--- src/hw/rtl/nta_pkg.sv ---
// ----------------------------------------------------------------------------
// nta_pkg: shared types and constants for the number to ASCII converter
// Digit cell count, format codes, cell operations, controller states and
// the digit glyph lookup.
// ----------------------------------------------------------------------------
package nta_pkg;

    localparam int NUM_CELLS  = 10;   // enough BCD digits for a 32-bit value
    localparam int VALUE_W    = 32;
    localparam int DIGIT_W    = 4;
    localparam int CHAR_W     = 7;
    localparam int CONV_STEPS = VALUE_W / DIGIT_W;  // bits enter DIGIT_W per cycle
    localparam int CNT_W      = $clog2(NUM_CELLS + 1);
    localparam int STEP_W     = $clog2(CONV_STEPS);

    typedef logic [1:0] cmd_t;
    localparam cmd_t CMD_HEX8  = 2'd0;
    localparam cmd_t CMD_HEX16 = 2'd1;
    localparam cmd_t CMD_HEX32 = 2'd2;
    localparam cmd_t CMD_DEC   = 2'd3;

    typedef enum logic [1:0] {
        OP_HOLD,
        OP_LOAD,
        OP_CONV,
        OP_SHIFT
    } cell_op_t;

    typedef struct packed {
        cell_op_t op;
    } cell_ctrl_t;

    typedef enum logic [1:0] {
        ST_IDLE,
        ST_CONV,
        ST_SKIP,
        ST_EMIT
    } state_t;

    function automatic logic [CHAR_W-1:0] digit_glyph(input logic [DIGIT_W-1:0] d);
        logic [CHAR_W-1:0] ch;
        if (d < 4'd10) begin
            ch = 7'h30 + {3'b000, d};
        end else begin
            ch = 7'h37 + {3'b000, d};
        end
        return ch;
    endfunction

endpackage

--- src/hw/rtl/number_to_ascii_hex_decimal.sv ---
// ----------------------------------------------------------------------------
// number_to_ascii_hex_decimal: binary to ASCII hex or decimal characters
// Accepts a format and a 32-bit value, streams out the ASCII digits most
// significant first, with tlast on the final character.
// ----------------------------------------------------------------------------
// One item is taken at a time. A hex item loads its nibbles into a chain of
// ten digit cells; a decimal item is converted in the same chain by shifting
// the value in four bits per cycle. Digits then move up the chain one cell
// per cycle, holding while the output is stalled: leading positions are
// dropped from the top cell, then each character is sent from it.
module number_to_ascii_hex_decimal (
    input  logic        aclk,
    input  logic        aresetn,
    input  logic        s_tvalid,
    output logic        s_tready,
    input  logic [31:0] s_tdata,   // [31:0] value
    input  logic [1:0]  s_tuser,   // [1:0] cmd
    output logic        m_tvalid,
    input  logic        m_tready,
    output logic [7:0]  m_tdata,   // [6:0] character, [7] zero pad
    output logic        m_tlast
);

    localparam int N = nta_pkg::NUM_CELLS;
    localparam int DW = nta_pkg::DIGIT_W;
    localparam int VW = nta_pkg::VALUE_W;

    nta_pkg::state_t                   state_reg, state_next;
    logic [VW-1:0]                     value_reg, value_next;
    logic [nta_pkg::STEP_W-1:0]        step_reg, step_next;
    logic [nta_pkg::CNT_W-1:0]         remain_reg, remain_next;
    logic [nta_pkg::CNT_W-1:0]         target_reg, target_next;
    logic                              hex_reg, hex_next;
    logic                              m_tvalid_reg, m_tvalid_next;
    logic [nta_pkg::CHAR_W-1:0]        char_reg, char_next;
    logic                              last_reg, last_next;

    nta_pkg::cell_ctrl_t               cell_ctrl;
    logic [DW-1:0]                     cell_load [N];
    logic [DW-1:0]                     cell_in_bits [N];
    logic [DW-1:0]                     cell_in_digit [N];
    logic [DW-1:0]                     cell_out_bits [N];
    logic [DW-1:0]                     cell_digit [N];

    logic                              accept;
    logic                              out_free;
    logic [DW-1:0]                     top_digit;

    assign accept    = s_tvalid && s_tready;
    assign out_free  = !m_tvalid_reg || m_tready;
    assign top_digit = cell_digit[N-1];

    genvar k;
    generate
        for (k = 0; k < N; k++) begin : g_cell
            if (k == 0) begin : g_first
                assign cell_in_bits[k]  = value_reg[VW-1 -: DW];
                assign cell_in_digit[k] = '0;
            end else begin : g_rest
                assign cell_in_bits[k]  = cell_out_bits[k-1];
                assign cell_in_digit[k] = cell_digit[k-1];
            end
            // hex nibbles sit in the low cells; decimal starts from all zeros
            if (k < VW / DW) begin : g_nib
                assign cell_load[k] = (s_tuser == nta_pkg::CMD_DEC) ? '0
                                                                    : s_tdata[k*DW +: DW];
            end else begin : g_zero
                assign cell_load[k] = '0;
            end
            nta_cell u_cell (
                .aclk       (aclk),
                .ctrl       (cell_ctrl),
                .load_digit (cell_load[k]),
                .in_bits    (cell_in_bits[k]),
                .in_digit   (cell_in_digit[k]),
                .out_bits   (cell_out_bits[k]),
                .digit      (cell_digit[k])
            );
        end
    endgenerate

    always_comb begin
        state_next    = state_reg;
        value_next    = value_reg;
        step_next     = step_reg;
        remain_next   = remain_reg;
        target_next   = target_reg;
        hex_next      = hex_reg;
        m_tvalid_next = m_tvalid_reg && !m_tready;
        char_next     = char_reg;
        last_next     = last_reg;
        cell_ctrl.op  = nta_pkg::OP_HOLD;
        s_tready      = 1'b0;

        case (state_reg)
            nta_pkg::ST_IDLE: begin
                s_tready = 1'b1;
                if (accept) begin
                    cell_ctrl.op = nta_pkg::OP_LOAD;
                    value_next   = s_tdata;
                    step_next    = '0;
                    remain_next  = nta_pkg::CNT_W'(N);
                    hex_next     = (s_tuser != nta_pkg::CMD_DEC);
                    case (s_tuser)
                        nta_pkg::CMD_HEX8:  target_next = nta_pkg::CNT_W'(2);
                        nta_pkg::CMD_HEX16: target_next = nta_pkg::CNT_W'(4);
                        nta_pkg::CMD_HEX32: target_next = nta_pkg::CNT_W'(8);
                        default:            target_next = nta_pkg::CNT_W'(1);
                    endcase
                    state_next = (s_tuser == nta_pkg::CMD_DEC) ? nta_pkg::ST_CONV
                                                               : nta_pkg::ST_SKIP;
                end
            end
            nta_pkg::ST_CONV: begin
                cell_ctrl.op = nta_pkg::OP_CONV;
                value_next   = value_reg << DW;
                step_next    = step_reg + 1'b1;
                if (step_reg == nta_pkg::STEP_W'(nta_pkg::CONV_STEPS - 1)) begin
                    state_next = nta_pkg::ST_SKIP;
                end
            end
            nta_pkg::ST_SKIP: begin
                // hex drops a fixed number of positions; decimal drops leading zeros
                if (remain_reg != target_reg && (hex_reg || top_digit == '0)) begin
                    cell_ctrl.op = nta_pkg::OP_SHIFT;
                    remain_next  = remain_reg - 1'b1;
                end else begin
                    state_next = nta_pkg::ST_EMIT;
                end
            end
            nta_pkg::ST_EMIT: begin
                if (out_free) begin
                    cell_ctrl.op  = nta_pkg::OP_SHIFT;
                    m_tvalid_next = 1'b1;
                    char_next     = nta_pkg::digit_glyph(top_digit);
                    last_next     = (remain_reg == nta_pkg::CNT_W'(1));
                    remain_next   = remain_reg - 1'b1;
                    if (remain_reg == nta_pkg::CNT_W'(1)) begin
                        state_next = nta_pkg::ST_IDLE;
                    end
                end
            end
            default: begin
                state_next = nta_pkg::ST_IDLE;
            end
        endcase
    end

    always_ff @(posedge aclk) begin
        if (!aresetn) begin
            state_reg    <= nta_pkg::ST_IDLE;
            m_tvalid_reg <= 1'b0;
        end else begin
            state_reg    <= state_next;
            m_tvalid_reg <= m_tvalid_next;
        end
    end

    always_ff @(posedge aclk) begin
        value_reg  <= value_next;
        step_reg   <= step_next;
        remain_reg <= remain_next;
        target_reg <= target_next;
        hex_reg    <= hex_next;
        char_reg   <= char_next;
        last_reg   <= last_next;
    end

    assign m_tvalid = m_tvalid_reg;
    assign m_tdata  = {1'b0, char_reg};
    assign m_tlast  = last_reg;

endmodule

--- src/hw/rtl/nta_cell.sv ---
// ----------------------------------------------------------------------------
// nta_cell: one digit cell of the conversion chain
// Holds a 4-bit digit. In convert mode it runs four shift-and-add-3 steps,
// taking bits from the lower neighbor and passing its overflow bits up.
// In shift mode it takes the lower neighbor's digit; in load mode, load_digit.
// ----------------------------------------------------------------------------
module nta_cell (
    input  logic                             aclk,
    input  nta_pkg::cell_ctrl_t              ctrl,
    input  logic [nta_pkg::DIGIT_W-1:0]      load_digit,
    input  logic [nta_pkg::DIGIT_W-1:0]      in_bits,    // bit 3 enters first
    input  logic [nta_pkg::DIGIT_W-1:0]      in_digit,
    output logic [nta_pkg::DIGIT_W-1:0]      out_bits,   // bit 3 leaves first
    output logic [nta_pkg::DIGIT_W-1:0]      digit
);

    logic [nta_pkg::DIGIT_W-1:0] digit_reg;
    logic [nta_pkg::DIGIT_W-1:0] digit_next;
    logic [nta_pkg::DIGIT_W-1:0] conv_digit;

    // double dabble: correct, then shift one bit in, per step
    always_comb begin
        logic [nta_pkg::DIGIT_W-1:0] d;
        d = digit_reg;
        out_bits = '0;
        for (int j = nta_pkg::DIGIT_W - 1; j >= 0; j--) begin
            if (d >= 4'd5) begin
                d = d + 4'd3;
            end
            out_bits[j] = d[nta_pkg::DIGIT_W-1];
            d = {d[nta_pkg::DIGIT_W-2:0], in_bits[j]};
        end
        conv_digit = d;
    end

    always_comb begin
        case (ctrl.op)
            nta_pkg::OP_HOLD:  digit_next = digit_reg;
            nta_pkg::OP_LOAD:  digit_next = load_digit;
            nta_pkg::OP_CONV:  digit_next = conv_digit;
            nta_pkg::OP_SHIFT: digit_next = in_digit;
            default:           digit_next = digit_reg;
        endcase
    end

    always_ff @(posedge aclk) begin
        digit_reg <= digit_next;
    end

    assign digit = digit_reg;

endmodule

--- config.mk ---
export PLATFORM = sky130hd
export DESIGN_NAME = number_to_ascii_hex_decimal
export DESIGN_NICKNAME = d
export VERILOG_FILES = /design/src/hw/rtl/nta_pkg.sv /design/src/hw/rtl/number_to_ascii_hex_decimal.sv /design/src/hw/rtl/nta_cell.sv
export SDC_FILE = /design/constraint.sdc
export NUM_CORES = 1
export LEC_CHECK = 0
export BUFFER_PORTS_ARGS = -buffer_cell sky130_fd_sc_hd__buf_4
export CORE_MARGIN = 8
export CORE_UTILIZATION = 40
export DETAILED_ROUTE_END_ITERATION = 7
export GPL_ROUTABILITY_DRIVEN = 0
export PLACE_DENSITY = 0.55
export SETUP_SLACK_MARGIN = 0.15
export SYNTH_ARGS = -nofsm -noshare
export SYNTH_HDL_FRONTEND = slang
export SYNTH_SLANG_ARGS = --single-unit
--- constraint.sdc ---
create_clock -name aclk -period 5.3 [get_ports aclk]
set_input_delay 0.795 -clock aclk [delete_from_list [all_inputs] [get_ports aclk]]
set_output_delay 0.795 -clock aclk [all_outputs]
set_load 0.02 [all_outputs]
== Word level (Yosys, flattened, before mapping) ==
Cells that the tools add are included.
Widths: inputs -> output; s select.

* $add $sub $neg: 44
* Order comparisons: 41
* Equal/unequal tests: 19
* Muxes and demuxes: 82
* Reductions and logical operators: 18

{| class="wikitable"
|+ Operator list
! operator !! number
|-
| $mux 4 || 47
|-
| $ge 4x3->1 const B || 40
|-
| $add 4x2->4 const B || 36
|-
| $pmux 4 s3 || 12
|-
| $pmux 32 s2 || 1
|-
| $mux 32 || 1
|-
| $mux 2 || 8
|-
| $pmux 2 s4 || 2
|-
| $mux 3 || 5
|-
| $add 6x4->7 const A || 2
|-
| $ne 2x2->1 const B || 7
|-
| $add 3x2->3 const B || 4
|-
| $eq 2x2->1 const B || 6
|-
| $mux 7 || 1
|-
| $eq 2x1->1 const B || 3
|-
| $logic_not 2->1 || 3
|-
| $pmux 3 s2 || 1
|-
| $reduce_and 2->1 || 3
|-
| $reduce_and 5->1 || 1
|-
| $eq 4x1->1 const B || 1
|-
| $logic_not 4->1 || 1
|-
| $lt 4x4->1 const B || 1
|-
| $mux 1 || 4
|-
| $ne 4x4->1 || 1
|-
| other kinds (9) || 13
|}

* Flip-flop bits (word level): 95

== Longest topological paths before layout ==
Gate-level depths: netlist (run 1).

* Word-level depth: 9
* Gate-level depth with buffers: 20

== By module ==
A second synthesis (run 1) with hierarchy kept.

* Cell total of the unflattened synthesis: 1,268
* Area, all modules: 10,772.8 sq um

{| class="wikitable"
|+ By module, submodules not included
! module !! instances !! cells each !! area each (sq um) !! sequential area each (sq um)
|-
| nta_cell || 10 || 106 || 803.3 || 120.1
|-
| number_to_ascii_hex_decimal || 1 || 208 || 2,740.1 || 1,621.6
|}

== Worst setup path before layout (run 1) ==
OpenSTA, ideal clock, no wires.

* Kind: reg-to-reg
* Start: register state_reg[1]
* End: register step_reg[0] in the netlist's numbering, enable pin
* Library setup time: 0.476 ns
* Arrival time: 3.522 ns
* Path slack: 1.302 ns
* Stages on the path, launching flop included: 6
* Path buffers: 1
* Clock period less this slack: 3.998 ns
* Cells stage by stage: dfxtp_1 inv_1 ha_1 clkbuf_1 inv_1 o21ai_0

* Longest elaborated chain between the ends: 5

{| class="wikitable"
|+ Ends and longest elaborated chain
! item !! RTL line !! source
|-
| start, declared || number_to_ascii_hex_decimal.sv:28 || <nowiki>nta_pkg::state_t state_reg, state_next;</nowiki>
|-
| start signal, assigned || number_to_ascii_hex_decimal.sv:151 || <nowiki>state_reg <= nta_pkg::ST_IDLE;</nowiki>
|-
| start signal, assigned || number_to_ascii_hex_decimal.sv:154 || <nowiki>state_reg <= state_next;</nowiki>
|-
| $logic_not 2->1 || number_to_ascii_hex_decimal.sv:95 || <nowiki>case (state_reg)</nowiki>
|-
| $mux 1 || number_to_ascii_hex_decimal.sv:95 ||
|-
| $logic_and 1x1->1 || number_to_ascii_hex_decimal.sv:49 || <nowiki>assign accept = s_tvalid && s_tready;</nowiki>
|-
| $ne 2x2->1 (no line) || -- ||
|-
| $reduce_and 2->1 (no line) * || -- ||
|-
| end signal, assigned || number_to_ascii_hex_decimal.sv:161 || <nowiki>step_reg <= step_next;</nowiki>
|-
| end, declared || number_to_ascii_hex_decimal.sv:30 || <nowiki>logic [nta_pkg::STEP_W-1:0] step_reg, step_next;</nowiki>
|}

Mark *: on every way between the ends. The rest lies on a longest branch, timed or not.
A chain may end at the register's enable or synchronous reset.

== Final worst setup path (run 1) ==
* Start: register g_cell[6].u_cell.digit_reg (netlist bit g_cell[6].u_cell.digit[0])
* End: register g_cell[7].u_cell.digit_reg (netlist bit g_cell[7].u_cell.digit[0]), data pin

* Longest elaborated chain between the ends: 9

{| class="wikitable"
|+ Ends and longest elaborated chain
! item !! RTL line !! source
|-
| start, declared || nta_cell.sv:17 || <nowiki>logic [nta_pkg::DIGIT_W-1:0] digit_reg;</nowiki>
|-
| start signal, assigned || nta_cell.sv:47 || <nowiki>digit_reg <= digit_next;</nowiki>
|-
| $add 4x2->4 or $ge 4x3->1 (tied branches) || nta_cell.sv:28, nta_cell.sv:27 ||
|-
| $mux 4 || nta_cell.sv:27 || <nowiki>if (d >= 4'd5) begin</nowiki>
|-
| $add 4x2->4 or $ge 4x3->1 (tied branches) || nta_cell.sv:28, nta_cell.sv:27 ||
|-
| $mux 4 || nta_cell.sv:27 ||
|-
| $add 4x2->4 or $ge 4x3->1 (tied branches) || nta_cell.sv:28, nta_cell.sv:27 ||
|-
| $mux 4 || nta_cell.sv:27 ||
|-
| $add 4x2->4 or $ge 4x3->1 (tied branches) || nta_cell.sv:28, nta_cell.sv:27 ||
|-
| $mux 4 || nta_cell.sv:27 ||
|-
| $pmux 4 s3 * || nta_cell.sv:37 || <nowiki>case (ctrl.op)</nowiki>
|-
| named net g_cell[7].u_cell.digit_next, one bit || nta_cell.sv:18 || <nowiki>logic [nta_pkg::DIGIT_W-1:0] digit_next;</nowiki>
|-
| end signal, assigned || nta_cell.sv:47 ||
|-
| end, declared || nta_cell.sv:17 ||
|}

Mark *: on every way through the listed nets, which the timed path passes. The rest lies on a longest branch.

==> results of run 1 <==
==> logic make-up (layout without fill, tap and decap cells) <==
group	Yosys count	after routing	share of synthesized area, %
AO/OA/AOI/OAI	402	402	30.6
XOR/XNOR	15	15	1.49
adder cells (fa/ha/maj)	55	55	7.35
buffers and inverters	103	134	4.22
flip-flops	95	95	30.2
multiplexers	65	65	7.59
other	1	1	0.0402
AND/OR/NAND/NOR	343	343	18.5
==> how the worst max path moves through the flow <==
| stage | start | to | cells after the start |
|---|---|---|---|
| 2_1_floorplan | state_reg[1]$_SDFFE_PN0P_ | step_reg[0]$_SDFFCE_PN0P_ | 5 |
| 3_3_place_gp | g_cell[2].u_cell.digit[0]$_DFFE_PP_ | g_cell[3].u_cell.digit[1]$_DFFE_PP_ | 18 |
| 3_5_place_dp | g_cell[6].u_cell.digit[0]$_DFFE_PP_ | g_cell[7].u_cell.digit[0]$_DFFE_PP_ | 17 |
| 4_1_cts | g_cell[6].u_cell.digit[0]$_DFFE_PP_ | g_cell[7].u_cell.digit[0]$_DFFE_PP_ | 17 |
| 5_1_grt | g_cell[6].u_cell.digit[0]$_DFFE_PP_ | g_cell[7].u_cell.digit[0]$_DFFE_PP_ | 17 |
| 6_report | g_cell[6].u_cell.digit[0]$_DFFE_PP_ | g_cell[7].u_cell.digit[0]$_DFFE_PP_ | 17 |
==> critical path, stage by stage (launching register included) <==
cell and delay [ns]:
edfxtp_1 0.49, inv_1 0.10, ha_1 0.22, nor2b_1 0.22, o21ai_0 0.18, or2_2 0.35, ha_1 0.22, o21bai_1 0.17
a211oi_1 0.38, nor2_1 0.10, inv_1 0.07, ha_1 0.21, nor2_1 0.06, a221oi_1 0.25, a2bb2oi_1 0.45, nor2_1 0.12
a222oi_1 0.31, nand2_1 0.08
==> layout make-up <==
type / count / area (um2)
clock buffers: 9 / 225
clock inverters: 7 / 93.8
fillers: 2318 / 12900
inverters: 64 / 240
multi-input cells: 881 / 6140
flip-flops and latches: 95 / 2820
well taps: 319 / 399
repair buffers: 54 / 405
==> synthesized netlist by cell type (9+ instances only) <==
cell and n:
a211o_1 15, a211oi_1 31, a21o_1 15, a21oi_1 68, a22oi_1 29, a31oi_1 10
and2_1 18, and3_1 16, clkbuf_1 34, edfxtp_1 92, ha_1 54, inv_1 60
mux2_2 36, mux2i_1 24, nand2_1 90, nand2b_1 21, nand3_1 23, nor2_1 71
nor2b_1 21, nor3_1 21, nor3b_1 9, o211ai_1 15, o21a_1 10, o21ai_0 62
o21ai_1 29, o21bai_1 12, o31ai_1 11, or2_2 12, or3_1 10, xnor2_1 14
==> metrics by stage <==
stage               hold slack, ns  setup slack [ns]  utilization (%)  std cells  area, um2
floorplan                    0.518              1.30                -       1079       9330
CTS                          0.552              1.04             44.5       1429      10300
detailed placement           0.531              1.07             43.2       1413      10000
global route                 0.562             0.660             44.5       1429      10300
global placement             0.531              1.15             43.2       1413      10000
finish                       0.548              1.05             44.5       1429      10300
==> routing by layer <==
layer  routed length (um)  global-route usage (%)  vias to the layer above
met5                    0                       0                        -
met4                  369                    4.46                        0
met3                  497                    1.63                       27
met2                11300                    27.7                      116
met1                11500                    21.6                     3945
li1                     -                       -                     4173
==> layout by cell type (no fill, tap or decap), drive strengths merged, types with 6 or more instances in the layout <==
master and count:
o21bai 12, nand3 23, o31ai 11, buf 54, nand3b 7, a31oi 10
nand2 90, nand2b 21, o21ai 92, or2 19, a211oi 33, nor2 71
a21o 15, a221oi 8, nor2b 21, mux2i 25, edfxtp 92, a22oi 29
nor3 21, o311ai 7, a21oi 72, a2bb2oi 6, xnor2 14, nor3b 9
a211o 15, o211ai 17, o21a 10, inv 66, and3 16, clkbuf 9
ha 54, and2 18, o22ai 6, mux2 40, or3 10
==> results.yml, run 1 <==
floorplanning:
  core_um2: 23200
  die_w_um: 169
  initial_utilization_pct: 40.2
  die_h_um: 169
  fp-row-count: 56
  dieArea_um2: 28500
  io_pins: 49
grt:
  grt_overflow: 0
  grt_pass1_wl_mm: 38.6
  grtUsageTotal_pct: 16.3
  grt_max_degree: 41
  antenna_found_initial: 0
  first_global_vias: 7781
synth:
  synthesis.area_um2: 9330
  postSynthAreaPerCell_um2: 8.65
  synth_cells: 1079
  yosysSeqAreaShare_pct: 30.2
  ys_ff_latch: 95
  synth_top_flop_cell: "edfxtp_1"
  synth_edf_count: 92
  syn_nets: 1171
  yosys_warnings: 0
  synth_area_leader_cell: "edfxtp_1"
  synthTopCellsByArea: "edfxtp_1 30%, ha_1 7.2%, mux2_2 4.3%"
  synthArstFlopShare_pct: 0
  synth_top_area_share_pct: 29.6
  synth_cell_type_count: 92
hold_path:
  hold_class: "register to register"
  min-delay-start: "value_reg[12]$_DFFE_PP_"
  whs_path_depth: 1
  whs_endpoint: "value_reg[16]$_DFFE_PP_"
timing:
  finalCritPeriodShare_pct: 80.3
  hold_viol_final: 0
  finalSetupViolCount: 0
  slew_headroom_pct: 27.5
  worstMarginPinSlew_ns: 1.08
  timing.fmax_ghz: 0.235
  slew_violations: 0
  setup_tns_ns: 0
  period_needed_ns: 4.25
  grt_setup_unrepaired: "false"
  finClkSkew_ns: 0.00815
final_layout:
  area_growth_syn_to_layout_pct: 10.7
  nNetsFinal: 1197
  drive_gt1_share_pct: 14.1
  largest_register_ff_count: 40
  diodes: 0
clock_tree:
  postCtsHoldBufs: 0
  clkLatencyLatePin_ns: 0.34
  cts_root_buffer: "clkbuf_16"
  clk_pin_slew_ns: 0.07
  clock_path_buffers: 2
  cts_tree: "built"
  htreeDepth: 3
  post-cts-setup-buffers: 0
  cts_resized: 0
  numClockSinks: 95
  cts_inserted_buffers: 9
critical_path:
  crit_path_end_kind: "register"
  reg2reg_slack_ns: 1.05
  arrival_ns: 4.34
  r2r_cells: 17
  worst_r2r_endpoint: "g_cell[7].u_cell.digit[0]$_DFFE_PP_"
  critPathMaxFanout: 7
  r2r-start: "g_cell[6].u_cell.digit[0]$_DFFE_PP_"
  crit_type: "register to register"
  crit_required_ns: 5.39
  start_kind: "register"
drt:
  antenna_left: 0
  detail_route.first_pass.iterations: 5
  route.detailed.drc: 0
  routedWlPerCell_um: 16.5
  drtIter0Drc: 571
  routed_wl_mm: 23.6
  dr_total_vias: 8261
  via_per_inst: 5.78
placed_design:
  dp_hpwl_mm: 18.1
  io_buffers: 47
outcome:
  status: "complete, no violations"
run:
  drv_cap: 0
Power of run 1 is not shown: default switching activity piles up to over one toggle a cycle in this logic, so the estimate is an artifact.
==> inputs of run 2 (changes only) <==
- clock period: 5.3 -> 4.3 ns (I/O delays scaled with it)
==> run 2 against run 1 <==
Against the previous run: routed wire length is 2.5% higher; maximum frequency rose by 8.9%; first-iteration DRC count rose by 32%; count of clock-buffer cells in the layout is 4 higher; utilization is 1.8 points higher; clock skew is 0.0026 ns lower; flip-flop and latch count unchanged; hold slack worse by 0.0082 ns; sequential share of layout area down 1.1 points; global-route usage shrank 0.14 points.
==> results.yml, run 2 (synthesis results as in run 1) <==
timing:
  hold_viol_final: 0
  timing.fmax_ghz: 0.256
  finClkSkew_ns: 0.00559
  setup_tns_ns: 0
  grt_setup_unrepaired: "true"
  finalCritPeriodShare_pct: 90.8
  worstMarginPinSlew_ns: 1.11
  slew_violations: 0
  finalSetupViolCount: 0
  slew_headroom_pct: 26.3
  period_needed_ns: 3.91
outcome:
  status: "complete, no violations"
drt:
  routedWlPerCell_um: 16.5
  via_per_inst: 5.72
  routed_wl_mm: 24.2
  dr_total_vias: 8392
  detail_route.first_pass.iterations: 5
  antenna_left: 0
  route.detailed.drc: 0
  drtIter0Drc: 751
grt:
  antenna_found_initial: 0
  grt_overflow: 0
  grt_pass1_wl_mm: 38.1
  grtUsageTotal_pct: 16.1
  first_global_vias: 7569
  grt_max_degree: 41
final_layout:
  drive_gt1_share_pct: 19.4
  largest_register_ff_count: 40
  diodes: 0
  fillers: 2274
  nNetsFinal: 1234
  area_growth_syn_to_layout_pct: 15.2
  layout_commonest_cell: "edfxtp_1"
  layout_common_cells: "92 x edfxtp_1, 91 x buf_4, 90 x nand2_1"
  post-route-util_pct: 46.4
hold_path:
  whs_endpoint: "m_tvalid$_SDFF_PN0_"
  whs_path_depth: 2
  min-delay-start: "aresetn"
  hold_class: "input port to register"
floorplanning:
  die_w_um: 169
  dieArea_um2: 28500
  core_um2: 23200
  die_h_um: 169
  initial_utilization_pct: 40.2
  io_pins: 49
  fp-row-count: 56
critical_path:
  r2r-start: "g_cell[2].u_cell.digit[0]$_DFFE_PP_"
  crit_required_ns: 4.51
  crit_path_end_kind: "register"
  r2r_cells: 18
  reg2reg_slack_ns: 0.39
  critPathMaxFanout: 5
  crit_type: "register to register"
  arrival_ns: 4.11
  worst_r2r_endpoint: "g_cell[3].u_cell.digit[1]$_DFFE_PP_"
  start_kind: "register"
clock_tree:
  cts_tree: "built"
  cts_root_buffer: "clkbuf_16"
  clk_pin_slew_ns: 0.07
  clock_path_buffers: 2
  htreeDepth: 3
  numClockSinks: 95
  clkLatencyLatePin_ns: 0.34
  cts_inserted_buffers: 9
placed_design:
  dp_hpwl_mm: 17.9
  io_buffers: 47
run:
  drv_cap: 0
## run 2: worst max-delay path: stages (launching register included)
cell      delay [ns]
edfxtp_1        0.43
inv_1           0.07
ha_2            0.21
and2b_1         0.20
or3_1           0.38
nand2_1         0.18
ha_1            0.18
o21bai_1        0.16
a211oi_4        0.12
nor2_2          0.19
inv_1           0.06
ha_1            0.21
o311ai_2        0.34
o21ai_1         0.14
inv_1           0.08
ha_1            0.13
o21bai_1        0.13
or4b_1          0.46
nand3_1         0.09
## run 2: worst max path at each step
stage	start	endpoint	slack (ns)	depth (start not counted)
floorplan	state_reg[1]$_SDFFE_PN0P_	step_reg[0]$_SDFFCE_PN0P_	0.30	5
global route	g_cell[6].u_cell.digit[0]$_DFFE_PP_	g_cell[6].u_cell.digit[1]$_DFFE_PP_	0.10	18
finish	g_cell[2].u_cell.digit[0]$_DFFE_PP_	g_cell[3].u_cell.digit[1]$_DFFE_PP_	0.39	18
global placement	g_cell[6].u_cell.digit[0]$_DFFE_PP_	g_cell[7].u_cell.digit[0]$_DFFE_PP_	0.08	17
CTS	g_cell[3].u_cell.digit[0]$_DFFE_PP_	g_cell[5].u_cell.digit[2]$_DFFE_PP_	0.17	17
detailed placement	g_cell[6].u_cell.digit[0]$_DFFE_PP_	g_cell[6].u_cell.digit[1]$_DFFE_PP_	0.1	18
## run 2: repair_timing
action | 4_1_cts | 5_1_grt
setup buffers | 0 | 25
hold buffers | 0 | 0
hold endpoints to repair | 0 | 0
resized for setup | 2 | 39
endpoints found under the setup margin | 4 | 24
pin swaps | 0 | 5
## run 2: final cells by class
class                           instances  area [um2]  area share (%)
Multi-Input combinational cell        881        6310            58.7
Sequential cell                        95        2820            26.2
Timing Repair Buffer                   91         683            6.35
Tap cell                              319         399            3.71
Clock buffer                           13         250            2.33
Inverter                               64         240            2.23
Clock inverter                          3        43.8           0.407
## run 2: metal layers
metal,vias to the layer above,routed length (um),global-route usage [%]
li1,4275,-,-
met1,3960,11600,22.3
met2,138,11700,26.7
met3,19,683,1.51
met4,0,275,4.04
met5,-,0,0
## run 2: through the flow
stage,std cells,worst slack (ns),hold slack [ns],instance area (um2)
floorplan,1079,0.302,0.518,9330
global placement,1425,0.0783,0.528,10100
detailed placement,1425,0.0997,0.530,10100
CTS,1441,0.170,0.535,10400
global route,1466,0.100,0.537,10800
finish,1466,0.395,0.540,10800
Power of run 2 is left out for the same reason.
==> inputs of run 3 (changes only) <==
- PLACE_DENSITY: 0.55 -> 0.57
- clock period: 4.3 -> 3.54 ns (I/O delays scaled with it)
==> run 3 against run 2 <==
Against the previous run: the run now ends with negative setup slack left; final area up 28%; first-iteration DRC count decreased by 21%; routed wire length increased by 16%; critical path depth shrank 1; cell count is 15% higher; clock skew is 0.0030 ns higher; setup slack worse by 0.40 ns; critical endpoint is now g_cell[5].u_cell.digit[2]$_DFFE_PP_; highest routed layer unchanged.
==> results.yml, run 3 (synthesis results as in run 1) <==
placed_design:
  dp_hpwl_mm: 19.5
  io_buffers: 47
hold_path:
  hold_class: "input port to register"
floorplanning:
  die_w_um: 169
  core_um2: 23200
  fp-row-count: 56
  io_pins: 49
  dieArea_um2: 28500
  initial_utilization_pct: 40.2
  die_h_um: 169
grt:
  grtUsageTotal_pct: 18.8
  grt_max_degree: 41
  antenna_found_initial: 0
  first_global_vias: 9161
  grt_overflow: 0
  grt_pass1_wl_mm: 44.4
outcome:
  status: "finished, violations left"
  violations: "negative setup slack"
final_layout:
  layout_commonest_cell: "buf_4"
  nNetsFinal: 1447
  layout_common_cells: "291 x buf_4, 92 x edfxtp_1, 83 x nand2_1"
  area_growth_syn_to_layout_pct: 47.2
  diodes: 0
  drive_gt1_share_pct: 47.8
  largest_register_ff_count: 40
critical_path:
  start_kind: "register"
  crit_path_end_kind: "register"
  cpMostUsedCell: "buf_4"
  crit_required_ns: 3.71
  path_cells: "inv_1 -> ha_2 -> buf_4 -> nand2b_4 -> a211oi_2 -> buf_4 -> o211ai_4 -> a21o_1 -> buf_4 -> a2bb2o_2 -> and3_4 -> or2_4 -> inv_2 -> ha_4 -> a211oi_2 -> o311a_1 -> o31ai_2"
  max_stage_delay_ns: 0.43
  cp_num_buf_inv: 5
  crit_slowest_cell: "edfxtp_1"
  arrival_ns: 3.72
  cp_top_family: "compound AO/OA/AOI/OAI gates"
  crit_type: "register to register"
  critPathMaxFanout: 4
clock_tree:
  clkLatencyLatePin_ns: 0.34
  cts_root_buffer: "clkbuf_16"
  postCtsHoldBufs: 0
  numClockSinks: 95
  clk_pin_slew_ns: 0.07
  htreeDepth: 3
  cts_tree: "built"
  clock_path_buffers: 2
  cts_inserted_buffers: 9
timing:
  timing.fmax_ghz: 0.282
  finalCritPeriodShare_pct: 100
  finClkSkew_ns: 0.00860
  slew_violations: 0
  period_needed_ns: 3.55
  slew_headroom_pct: 35.4
  worst_slack_ns: -0.00599
  holdWs_ns: 0.414
  worstMarginPinSlew_ns: 0.969
  hold_viol_final: 0
  grt_setup_unrepaired: "true"
  finalSetupViolCount: 1
drt:
  detail_route.first_pass.iterations: 5
  route.detailed.drc: 0
  routedWlPerCell_um: 16.8
  via_per_inst: 5.65
  antenna_left: 0
  routed_wl_mm: 28.2
  dr_total_vias: 9478
  drtIter0Drc: 591
run:
  drv_cap: 0
[run 3: changes by cell type in the layout (fill, tap and decap cells not counted), sizes merged]
| cell | previous run | this run |
|---|---|---|
| buf | 91 | 304 |
| clkbuf | 13 | 11 |
| clkinv | 1 | 3 |
| clkinvlp | 0 | 1 |
| inv | 65 | 64 |
[run 3: per-layer routing]
| layer | track usage (%) | part of all wire (%) |
|---|---|---|
| met1 | 23.9 | 45 |
| met2 | 32.5 | 50 |
| met3 | 1.75 | 3.0 |
| met4 | 6.91 | 2.2 |
| met5 | 0 | 0 |
[run 3: layout make-up]
class | instances | area, um2
clock buffers | 11 | 233
clock inverters | 5 | 58.8
fillers | 2038 | 9460
inverters | 64 | 245
multi-input cells | 881 | 7640
flip-flops and latches | 95 | 2820
well taps | 319 | 399
repair buffers | 304 | 2340
[run 3: worst paths after layout]
check                                                          from                             endpoint  slack [ns]  cells past startpoint
worst max-delay path            g_cell[3].u_cell.digit[0]$_DFFE_PP_  g_cell[5].u_cell.digit[2]$_DFFE_PP_      -0.006                     17
worst min-delay path                                        aresetn                  m_tvalid$_SDFF_PN0_        0.41                      2
worst max register to register  g_cell[3].u_cell.digit[0]$_DFFE_PP_  g_cell[5].u_cell.digit[2]$_DFFE_PP_      -0.006                     17
worst min register to register              value_reg[16]$_DFFE_PP_              value_reg[20]$_DFFE_PP_        0.54                      1
[run 3: what timing repair did]
item	CTS	global route
pin swaps	106	96
resized for setup	117	158
setup endpoints to repair	29	35
setup buffers	57	40
[run 3: stage by stage]
stage	area, um2	setup WS (ns)	TNS (ns)	instances	util (%)
finish	13700	-0.00599	-0.00599	1679	59.2
global route	13700	-0.126	-1.12	1679	59.2
global placement	11500	-0.118	-0.386	1567	49.5
floorplan	9620	0.0310	0	1079	-
CTS	12700	0.0660	0	1640	54.9
detailed placement	11500	-0.143	-0.540	1567	49.5
Power of run 3 is left out for the same reason.
